File: config.mk
export PLATFORM = sky130hd
export DESIGN_NAME = http_response_head_parser_unit
export DESIGN_NICKNAME = d
export VERILOG_FILES = /design/src/hw/rtl/hrhp_pkg.sv /design/src/hw/rtl/hrhp_step.sv /design/src/hw/rtl/http_response_head_parser_unit.sv
export SDC_FILE = /design/constraint.sdc
export NUM_CORES = 1
export LEC_CHECK = 0
export ABC_CLOCK_PERIOD_IN_PS = 7500
export BUFFER_PORTS_ARGS = -buffer_cell sky130_fd_sc_hd__buf_4
export CAP_MARGIN = 30
export CORE_MARGIN = 2
export CORE_UTILIZATION = 62
export CTS_CLUSTER_SIZE = 12
export DETAILED_ROUTE_END_ITERATION = 16
export HOLD_SLACK_MARGIN = 0.02
export PLACE_DENSITY = 0.79
export SLEW_MARGIN = 10
export SYNTH_ARGS = -nofsm -noshare
export SYNTH_HDL_FRONTEND = slang
export SYNTH_HIERARCHICAL = 1
export SYNTH_SLANG_ARGS = --single-unit
File: constraint.sdc
create_clock -name clk -period 7.5 [get_ports clk]
set_clock_uncertainty 0.15 [all_clocks]
set_input_delay 1.5 -clock clk [delete_from_list [all_inputs] [get_ports clk]]
set_output_delay 1.5 -clock clk [all_outputs]
set_load 0.005 [all_outputs]
File: src/hw/rtl/hrhp_pkg.sv
package hrhp_pkg;

  typedef struct packed {
    logic [7:0] data_byte;
    logic       new_response;
  } in_item_t;

  typedef struct packed {
    logic [2:0]  event_res;
    logic [9:0]  status_code;
    logic [1:0]  body_kind;
    logic [31:0] body_length;
    logic        keep_alive;
    logic [15:0] head_length;
  } out_item_t;

  typedef struct packed {
    logic        in_headers;
    logic [3:0]  parse_state;
    logic [4:0]  name_length;
    logic [5:0]  name_match;
    logic [15:0] value_length;
    logic [31:0] value_accum;
    logic        value_bad;
    logic [9:0]  code_accum;
    logic [2:0]  code_digits;
    logic [9:0]  status_reg;
    logic [1:0]  body_reg;
    logic [31:0] length_reg;
    logic        keep_reg;
    logic        failed;
  } parse_t;

  localparam parse_t PARSE_CLEAR = '{
    in_headers:   1'b0,
    parse_state:  4'd0,
    name_length:  5'd0,
    name_match:   6'h3f,
    value_length: 16'd0,
    value_accum:  32'd0,
    value_bad:    1'b0,
    code_accum:   10'd0,
    code_digits:  3'd0,
    status_reg:   10'd0,
    body_reg:     2'd0,
    length_reg:   32'd0,
    keep_reg:     1'b0,
    failed:       1'b0
  };

  localparam logic [2:0] EV_MORE   = 3'd0;
  localparam logic [2:0] EV_LINE   = 3'd1;
  localparam logic [2:0] EV_HEADER = 3'd2;
  localparam logic [2:0] EV_HEAD   = 3'd3;
  localparam logic [2:0] EV_ERROR  = 3'd4;

  localparam logic [1:0] BODY_NONE    = 2'd0;
  localparam logic [1:0] BODY_LENGTH  = 2'd1;
  localparam logic [1:0] BODY_CHUNKED = 2'd2;

  localparam logic [15:0] HEAD_LIMIT_RST = 16'd4096;

  localparam int NUM_SPELL = 6;

  // spellings of the recognised header names, right aligned
  localparam logic [135:0] SPELL [NUM_SPELL] = '{
    136'("Connection"), 136'("connection"),
    136'("Content-Length"), 136'("content-length"),
    136'("Transfer-Encoding"), 136'("transfer-encoding")
  };
  localparam logic [4:0] SPELL_LEN [NUM_SPELL] = '{
    5'd10, 5'd10, 5'd14, 5'd14, 5'd17, 5'd17
  };

  localparam logic [5:0] MATCH_CONN  = 6'h03;
  localparam logic [5:0] MATCH_CLEN  = 6'h0c;
  localparam logic [5:0] MATCH_TENC  = 6'h30;

  function automatic logic [5:0] name_step(logic [5:0] m, logic [4:0] pos, logic [7:0] c);
    logic [5:0] res;
    logic [4:0] off;
    logic [7:0] bitpos;
    res = m;
    for (int k = 0; k < NUM_SPELL; k++) begin
      off    = SPELL_LEN[k] - 5'd1 - pos;
      bitpos = {off, 3'b000};
      if (pos >= SPELL_LEN[k]) begin
        res[k] = 1'b0;
      end else if (SPELL[k][bitpos +: 8] != c) begin
        res[k] = 1'b0;
      end
    end
    return res;
  endfunction

  function automatic logic [5:0] name_close(logic [5:0] m, logic [4:0] len);
    logic [5:0] res;
    res = m;
    for (int k = 0; k < NUM_SPELL; k++) begin
      if (len != SPELL_LEN[k]) begin
        res[k] = 1'b0;
      end
    end
    return res;
  endfunction

endpackage

File: src/hw/rtl/hrhp_step.sv
module hrhp_step
  import hrhp_pkg::*;
#(
  parameter int COUNT_BITS = 16
) (
  input  parse_t                st_i,
  input  logic [COUNT_BITS-1:0] cnt_i,
  input  in_item_t              item_i,
  input  logic [15:0]           head_limit_i,
  output parse_t                st_nxt,
  output logic [COUNT_BITS-1:0] cnt_nxt,
  output out_item_t             res_nxt
);

  localparam int CW = (COUNT_BITS > 16) ? COUNT_BITS : 16;

  localparam logic [3:0] SL_H0     = 4'd0;
  localparam logic [3:0] SL_T1     = 4'd1;
  localparam logic [3:0] SL_T2     = 4'd2;
  localparam logic [3:0] SL_P      = 4'd3;
  localparam logic [3:0] SL_SLASH  = 4'd4;
  localparam logic [3:0] SL_VER0   = 4'd5;
  localparam logic [3:0] SL_VER    = 4'd6;
  localparam logic [3:0] SL_CODE0  = 4'd7;
  localparam logic [3:0] SL_CODE   = 4'd8;
  localparam logic [3:0] SL_REASON0 = 4'd9;
  localparam logic [3:0] SL_REASON = 4'd10;
  localparam logic [3:0] SL_LF     = 4'd11;

  localparam logic [3:0] HL_START  = 4'd0;
  localparam logic [3:0] HL_NAME   = 4'd1;
  localparam logic [3:0] HL_VSKIP  = 4'd2;
  localparam logic [3:0] HL_VALUE  = 4'd3;
  localparam logic [3:0] HL_LF     = 4'd4;
  localparam logic [3:0] HL_ENDLF  = 4'd5;
  localparam logic [3:0] HL_DONE   = 4'd6;

  parse_t                base;
  logic [COUNT_BITS-1:0] base_cnt;
  logic [7:0]            c;
  logic                  is_digit;
  logic                  printable;
  logic [3:0]            dval;
  logic                  limit_hit;
  logic                  err;
  logic [2:0]            ev;
  logic                  vstart;
  logic [15:0]           v_len;
  logic [31:0]           v_acc;
  logic                  v_bad;
  logic [15:0]           vlen_n;
  logic [35:0]           prod;
  logic                  ovf;
  logic                  vbad_n;
  logic [31:0]           vacc_n;
  logic [13:0]           code_wide;
  logic [CW-1:0]         cnt_ext;
  logic [CW-1:0]         out_cnt;

  assign base     = item_i.new_response ? PARSE_CLEAR : st_i;
  assign base_cnt = item_i.new_response ? '0 : cnt_i;
  assign c        = item_i.data_byte;
  assign is_digit = (c >= "0") && (c <= "9");
  assign printable = (c >= 8'd32) && (c <= 8'd126);
  assign dval     = 4'(c - "0");
  assign cnt_ext  = CW'(base_cnt);
  assign limit_hit = (cnt_ext >= CW'(head_limit_i)) || (base_cnt == '1);

  // value byte update, started afresh when leaving the space skip
  assign vstart = (base.parse_state == HL_VSKIP);
  assign v_len  = vstart ? 16'd0 : base.value_length;
  assign v_acc  = vstart ? 32'd0 : base.value_accum;
  assign v_bad  = vstart ? 1'b0 : base.value_bad;
  assign vlen_n = (v_len == 16'hffff) ? v_len : v_len + 16'd1;
  assign prod   = {1'b0, v_acc, 3'b000} + {3'b000, v_acc, 1'b0} + {32'd0, dval};
  assign ovf    = (prod[35:32] != 4'd0);
  assign vbad_n = v_bad | ~is_digit | ovf;
  assign vacc_n = (is_digit && !v_bad && !ovf) ? prod[31:0] : v_acc;

  assign code_wide = {base.code_accum, 3'b000} + {2'b00, base.code_accum, 1'b0} + {10'd0, dval};

  always_comb begin
    st_nxt  = base;
    cnt_nxt = base_cnt;
    ev      = EV_MORE;
    err     = 1'b0;
    if (base.failed) begin
      ev = EV_ERROR;
    end else if (base.in_headers && base.parse_state == HL_DONE) begin
      ev = EV_MORE;
    end else if (limit_hit) begin
      ev = EV_ERROR;
      st_nxt.failed = 1'b1;
    end else begin
      cnt_nxt = base_cnt + 1'b1;
      if (!base.in_headers) begin
        st_nxt.parse_state = base.parse_state + 4'd1;
        case (base.parse_state)
          SL_H0: begin
            err = (c != "H") && (c != "h");
          end
          SL_T1, SL_T2: begin
            err = (c != "T") && (c != "t");
          end
          SL_P: begin
            err = (c != "P") && (c != "p");
          end
          SL_SLASH: begin
            err = (c != "/");
          end
          SL_VER0: begin
            err = !is_digit && (c != ".");
          end
          SL_VER: begin
            if (c != " ") begin
              err = !is_digit && (c != ".");
              st_nxt.parse_state = base.parse_state;
            end
          end
          SL_CODE0, SL_CODE: begin
            if (base.parse_state == SL_CODE && c == " ") begin
              err = (base.code_digits != 3'd3);
            end else begin
              err = !is_digit || (base.code_digits >= 3'd3);
              st_nxt.code_accum  = code_wide[9:0];
              st_nxt.code_digits = base.code_digits + 3'd1;
              if (base.parse_state == SL_CODE) begin
                st_nxt.parse_state = base.parse_state;
              end
            end
          end
          SL_REASON0: begin
          end
          SL_REASON: begin
            if (c != 8'h0d) begin
              st_nxt.parse_state = base.parse_state;
            end
          end
          SL_LF: begin
            err = (c != 8'h0a);
            st_nxt.status_reg  = base.code_accum;
            st_nxt.in_headers  = 1'b1;
            st_nxt.parse_state = HL_START;
            ev = EV_LINE;
          end
          default: begin
            err = 1'b1;
          end
        endcase
      end else begin
        case (base.parse_state)
          HL_START: begin
            if (c == 8'h0d) begin
              st_nxt.parse_state = HL_ENDLF;
            end else begin
              err = !printable;
              st_nxt.name_match  = name_step(6'h3f, 5'd0, c);
              st_nxt.name_length = 5'd1;
              st_nxt.parse_state = HL_NAME;
            end
          end
          HL_NAME: begin
            err = !printable;
            if (c != ":") begin
              st_nxt.name_match  = name_step(base.name_match, base.name_length, c);
              st_nxt.name_length = (base.name_length == 5'd31) ?
                                   base.name_length : base.name_length + 5'd1;
            end else begin
              st_nxt.name_match  = name_close(base.name_match, base.name_length);
              st_nxt.parse_state = HL_VSKIP;
            end
          end
          HL_VSKIP, HL_VALUE: begin
            if (base.parse_state == HL_VALUE && c == 8'h0d) begin
              st_nxt.parse_state = HL_LF;
            end else if (base.parse_state == HL_VSKIP && c == " ") begin
              st_nxt.parse_state = HL_VSKIP;
            end else begin
              st_nxt.value_length = vlen_n;
              st_nxt.value_accum  = vacc_n;
              st_nxt.value_bad    = vbad_n;
              st_nxt.parse_state  = HL_VALUE;
            end
          end
          HL_LF: begin
            err = (c != 8'h0a);
            if ((base.name_match & MATCH_CLEN) != 6'd0) begin
              if (base.value_bad) begin
                err = 1'b1;
              end
              st_nxt.body_reg   = BODY_LENGTH;
              st_nxt.length_reg = base.value_accum;
            end
            if ((base.name_match & MATCH_CONN) != 6'd0) begin
              st_nxt.keep_reg = (base.value_length > 16'd5);
            end
            if ((base.name_match & MATCH_TENC) != 6'd0) begin
              st_nxt.body_reg = BODY_CHUNKED;
            end
            st_nxt.parse_state = HL_START;
            ev = EV_HEADER;
          end
          HL_ENDLF: begin
            err = (c != 8'h0a);
            st_nxt.parse_state = HL_DONE;
            ev = EV_HEAD;
          end
          default: begin
            err = 1'b1;
          end
        endcase
      end
      if (err) begin
        st_nxt        = base;
        st_nxt.failed = 1'b1;
        ev            = EV_ERROR;
      end
    end
  end

  assign out_cnt = CW'(cnt_nxt);

  always_comb begin
    res_nxt.event_res   = ev;
    res_nxt.status_code = st_nxt.status_reg;
    res_nxt.body_kind   = st_nxt.body_reg;
    res_nxt.body_length = st_nxt.length_reg;
    res_nxt.keep_alive  = st_nxt.keep_reg;
    res_nxt.head_length = out_cnt[15:0];
  end

endmodule

File: src/hw/rtl/http_response_head_parser_unit.sv
// HTTP/1.1 response head parser. One byte of the response head enters per transaction
// and gives exactly one result transaction with the event for that byte (more needed,
// status line done, header line done, head complete, error) together with the status
// code, body kind, content length, keep-alive flag and head byte count gathered so
// far. Setting new_response clears all parse state before its byte is taken; errors
// are sticky until then. The parse step is combinational between the input register
// and the result register, so a byte's result is loaded into the result register after
// the byte is accepted, provided the result register is empty or being read out at
// that time; a result that is not taken holds the byte behind it. A new byte is
// accepted every cycle while results are taken. cfg_wr_en loads the head byte limit
// (reset 4096); write it only while no transaction is in flight.
module http_response_head_parser_unit
  import hrhp_pkg::*;
#(
  parameter int COUNT_BITS = 16
) (
  input  logic        clk,
  input  logic        rst_n,
  input  logic        in_valid,
  output logic        in_ready,
  input  in_item_t    in_item,
  output logic        out_valid,
  input  logic        out_ready,
  output out_item_t   out_item,
  input  logic        cfg_wr_en,
  input  logic [15:0] cfg_wr_data
);

  logic                  in_vld_r;
  in_item_t              in_item_r;
  parse_t                st_r;
  parse_t                st_nxt;
  logic [COUNT_BITS-1:0] cnt_r;
  logic [COUNT_BITS-1:0] cnt_nxt;
  logic                  out_vld_r;
  out_item_t             out_item_r;
  out_item_t             res_nxt;
  logic [15:0]           head_limit_r;
  logic                  advance;

  assign advance  = in_vld_r && (!out_vld_r || out_ready);
  assign in_ready = !in_vld_r || advance;

  hrhp_step #(
    .COUNT_BITS (COUNT_BITS)
  ) u_step (
    .st_i         (st_r),
    .cnt_i        (cnt_r),
    .item_i       (in_item_r),
    .head_limit_i (head_limit_r),
    .st_nxt       (st_nxt),
    .cnt_nxt      (cnt_nxt),
    .res_nxt      (res_nxt)
  );

  always_ff @(posedge clk) begin
    if (!rst_n) begin
      in_vld_r     <= 1'b0;
      out_vld_r    <= 1'b0;
      st_r         <= PARSE_CLEAR;
      cnt_r        <= '0;
      head_limit_r <= HEAD_LIMIT_RST;
    end else begin
      if (cfg_wr_en) begin
        head_limit_r <= cfg_wr_data;
      end
      if (in_ready) begin
        in_vld_r <= in_valid;
      end
      if (advance) begin
        st_r      <= st_nxt;
        cnt_r     <= cnt_nxt;
        out_vld_r <= 1'b1;
      end else if (out_ready) begin
        out_vld_r <= 1'b0;
      end
    end
  end

  always_ff @(posedge clk) begin
    if (in_valid && in_ready) begin
      in_item_r <= in_item;
    end
    if (advance) begin
      out_item_r <= res_nxt;
    end
  end

  assign out_valid = out_vld_r;
  assign out_item  = out_item_r;

endmodule

==> impl_metrics.yaml <==
clocking:
  cts.sinks: 231
  clk_pin_slew_ns: 0.06
  cts_tree: "built"
  ctsResizeCount: 0
  holdBufCountCts: 0
  clockBufferDepth: 3
  ctsRootBufferMaster: "clkbuf_16"
  cts-buffers-inserted: 26
  h-tree-depth: 1
  cts_setup_buffers: 0
  clk_latency_ns: 0.55
placement:
  place_congestion: 0.981
  dpl-instance-area_sq_mm: 0.0181
  port_buffers: 95
  dpl_worst_slack_ns: 1.30
  place_inst: 2473
  dp.final_hpwl_um: 34800
route:
  route.detailed.drc: 0
  post_drt_wl_per_cell_um: 19.2
  avgViaCountPerCell: 6.38
  ant_nets: 0
  vias: 16100
  dr.pass1.iters: 7
  wl_um: 48500
  first_iter_violations: 1415
synthesis:
  synth_cell_types: 90
  syn_area_sq_mm: 0.0177
  syn_avg_cell_area_sq_um: 8.18
  async_flop_share_pct: 0
  synth-edff-count: 73
  synth_top_area_cell: "dfxtp_1"
  synth_seq_cells: 231
  yosysTopAreaCellShare_pct: 17.9
  yosys_warnings: 6
  synth_fp_nets: 2313
  ys_seq_area_share_pct: 30.3
  yosys-top-cells-area: "dfxtp_1 18%, edfxtp_1 12%, mux2i_1 10%"
  synthCells: 2164
  ys.flop_type: "dfxtp_1"
worst_setup_path:
  end_kind: "register"
  start_kind: "register"
  cp.arrival_ns: 6.61
  path_buf_inv: 2
  cp.required_ns: 7.80
  slowest_stage: "or3b_2"
  crit_path_max_fanout: 34
  critPathKind: "reg2reg"
  path_cells: "inv_2, nand2_1, inv_1, ha_1, or3b_2, and3_1, ha_1, a31o_2, ha_1, o211ai_1, o21ai_0, o21ai_1, and4b_1, or4_1, a211oi_2, a2111oi_4, o211a_1, nor2_4, a22o_1, nand2_1, mux2i_1"
  cpPeakStageDelay_ns: 0.77
  path_common_cell: "ha_1"
  crit_family: "simple AND/OR/NAND/NOR gates"
timing:
  holdWs_ns: 0.304
  timing.slew.headroom_pct: 24.4
  setup_slack_ns: 1.20
  max_freq_mhz: 159
  post-route-min-period_ns: 6.30
  final_hold_viol_count: 0
  slew_violations: 0
  tns_ns: 0
  setup_viol: 0
  worstMarginPinSlew_ns: 1.13
  rsz0062_at_grt: "false"
  fin_crit_sh_pct: 84.0
global_routing:
  overflow: 0
  antenna_found_initial: 1
  grtUsageTotal_pct: 31.3
  grt_pass1_vias: 15100
  grt_pass1_wl_um: 78100
  grt_max_degree: 145
hold_path:
  hold_path_class: "reg2reg"
floorplanning:
  die_h_um: 173
  start_util_pct: 63.3
  io_pins: 96
  num_rows: 61
  fp.coreArea_sq_mm: 0.0279
  dieArea_sq_mm: 0.0299
  chipWidth_um: 173
finish:
  final_cell_area_sq_mm: 0.0189
  nets: 2272
  area_growth_pct: 6.73
  instances_no_fill: 2522
  fin_util_pct: 67.6
  final_layout_size_suffix_gt1_share_pct: 9.38
run_status:
  status: "complete, no violations"
pwr:
  leakage_nw: 7.64
  power_mw: 2.78
  power_density_mw_per_mm2: 147
  peakVddDrop_uv: 184
job:
  max_cap_violations: 0
area by class of cell:
cell class | instances | area (sq um)
clock inverters | 11 | 78.8
inverters | 60 | 225
clock buffers | 37 | 743
diodes | 1 | 2.50
flip-flops and latches | 231 | 5360
repair buffers | 121 | 952
multi-input cells | 1683 | 11100
well taps | 378 | 473
fillers | 2344 | 9050
registers in the layout, indices dropped and copies added (netlist names):
register / flops
in_vld_r: 1
out_item: 64
head_limit_r: 16
st_r: 124
out_valid: 1
in_item_r: 9
cnt_r: 16
tightest hold or removal path, stage by stage, from the launching register on:
cell and delay [ns]:
dfxtp_1 0.31, nand2_1 0.05, mux2i_1 0.05
final timing paths:
kind,from,slack [ns],cells after the start,end
hold reg to reg,st_r[46],0.30,2,st_r[46]
setup / recovery,in_item_r[0],1.20,21,st_r[85]
setup reg to reg,in_item_r[0],1.20,21,st_r[85]
hold / removal,st_r[46],0.30,2,st_r[46]
power by group:
part	internal, mW	total (mW)	switching [mW]	leakage, nW
Clock	0.720	1.25	0.526	0.397
Sequential	1.31	1.33	0.0214	2.02
Combinational	0.0733	0.202	0.129	5.22
placed cells by master, fill, tap and decap left out, types with 8 or more instances in the layout:
| cell type | netlist | layout |
|---|---|---|
| a211oi_1 | 14 | 14 |
| dfxtp_1 | 158 | 158 |
| o22ai_1 | 12 | 12 |
| xor2_1 | 31 | 31 |
| nand2_1 | 425 | 425 |
| a31oi_1 | 20 | 20 |
| nor3_1 | 34 | 34 |
| mux2_2 | 11 | 11 |
| nor2b_1 | 54 | 54 |
| mux2i_1 | 176 | 176 |
| a21oi_1 | 85 | 85 |
| and3_1 | 37 | 37 |
| nand2b_1 | 15 | 15 |
| edfxtp_1 | 73 | 73 |
| ha_1 | 116 | 116 |
| nand3_1 | 44 | 44 |
| a22o_1 | 46 | 46 |
| or3_1 | 8 | 8 |
| o21ai_0 | 107 | 107 |
| xnor2_1 | 45 | 45 |
| nor2_1 | 143 | 142 |
| nor4_1 | 16 | 16 |
| and2_1 | 14 | 14 |
| inv_1 | 59 | 58 |
| a21o_1 | 27 | 27 |
| a22oi_1 | 14 | 14 |
| o211ai_1 | 19 | 19 |
| clkbuf_16 | 0 | 27 |
| nand4_1 | 21 | 21 |
| buf_4 | 71 | 116 |
kinds of logic (layout without fill, tap and decap cells):
group           count (synthesis)  after routing  share of synthesized area, %
compound gates                443            443                          16.9
xor+xnor                       76             76                          3.76
fa+ha+maj                     119            119                          8.54
buf+inv                       250            229                          7.27
flops                         231            231                          30.3
mux                           189            189                          10.9
other cells                     0              1                             0
simple gates                  856            856                          22.4
layer usage:
| layer | vias to the layer above | track usage [%] | wire length [um] |
|---|---|---|---|
| met4 | 0 | 15.9 | 2510 |
| met1 | 7649 | 39.9 | 20300 |
| met3 | 181 | 4.18 | 3200 |
| li1 | 7587 | - | - |
| met2 | 664 | 52.1 | 22400 |
| met5 | - | 0 | 0 |
cells in the mapped netlist, drive strengths merged, types with 15 or more instances:
cell	number
a22o	46
dfxtp	158
and3	37
nand3	44
clkbuf	89
buf	101
a211oi	15
ha	116
a21oi	86
nor2	146
edfxtp	73
nand4	21
inv	60
mux2i	176
nor2b	54
nor3	34
nand2	428
nand2b	15
a31oi	20
xnor2	45
nor4	18
a21o	27
o211ai	19
xor2	31
o21ai	111
Note: power is estimated with default switching activity, not from simulation.
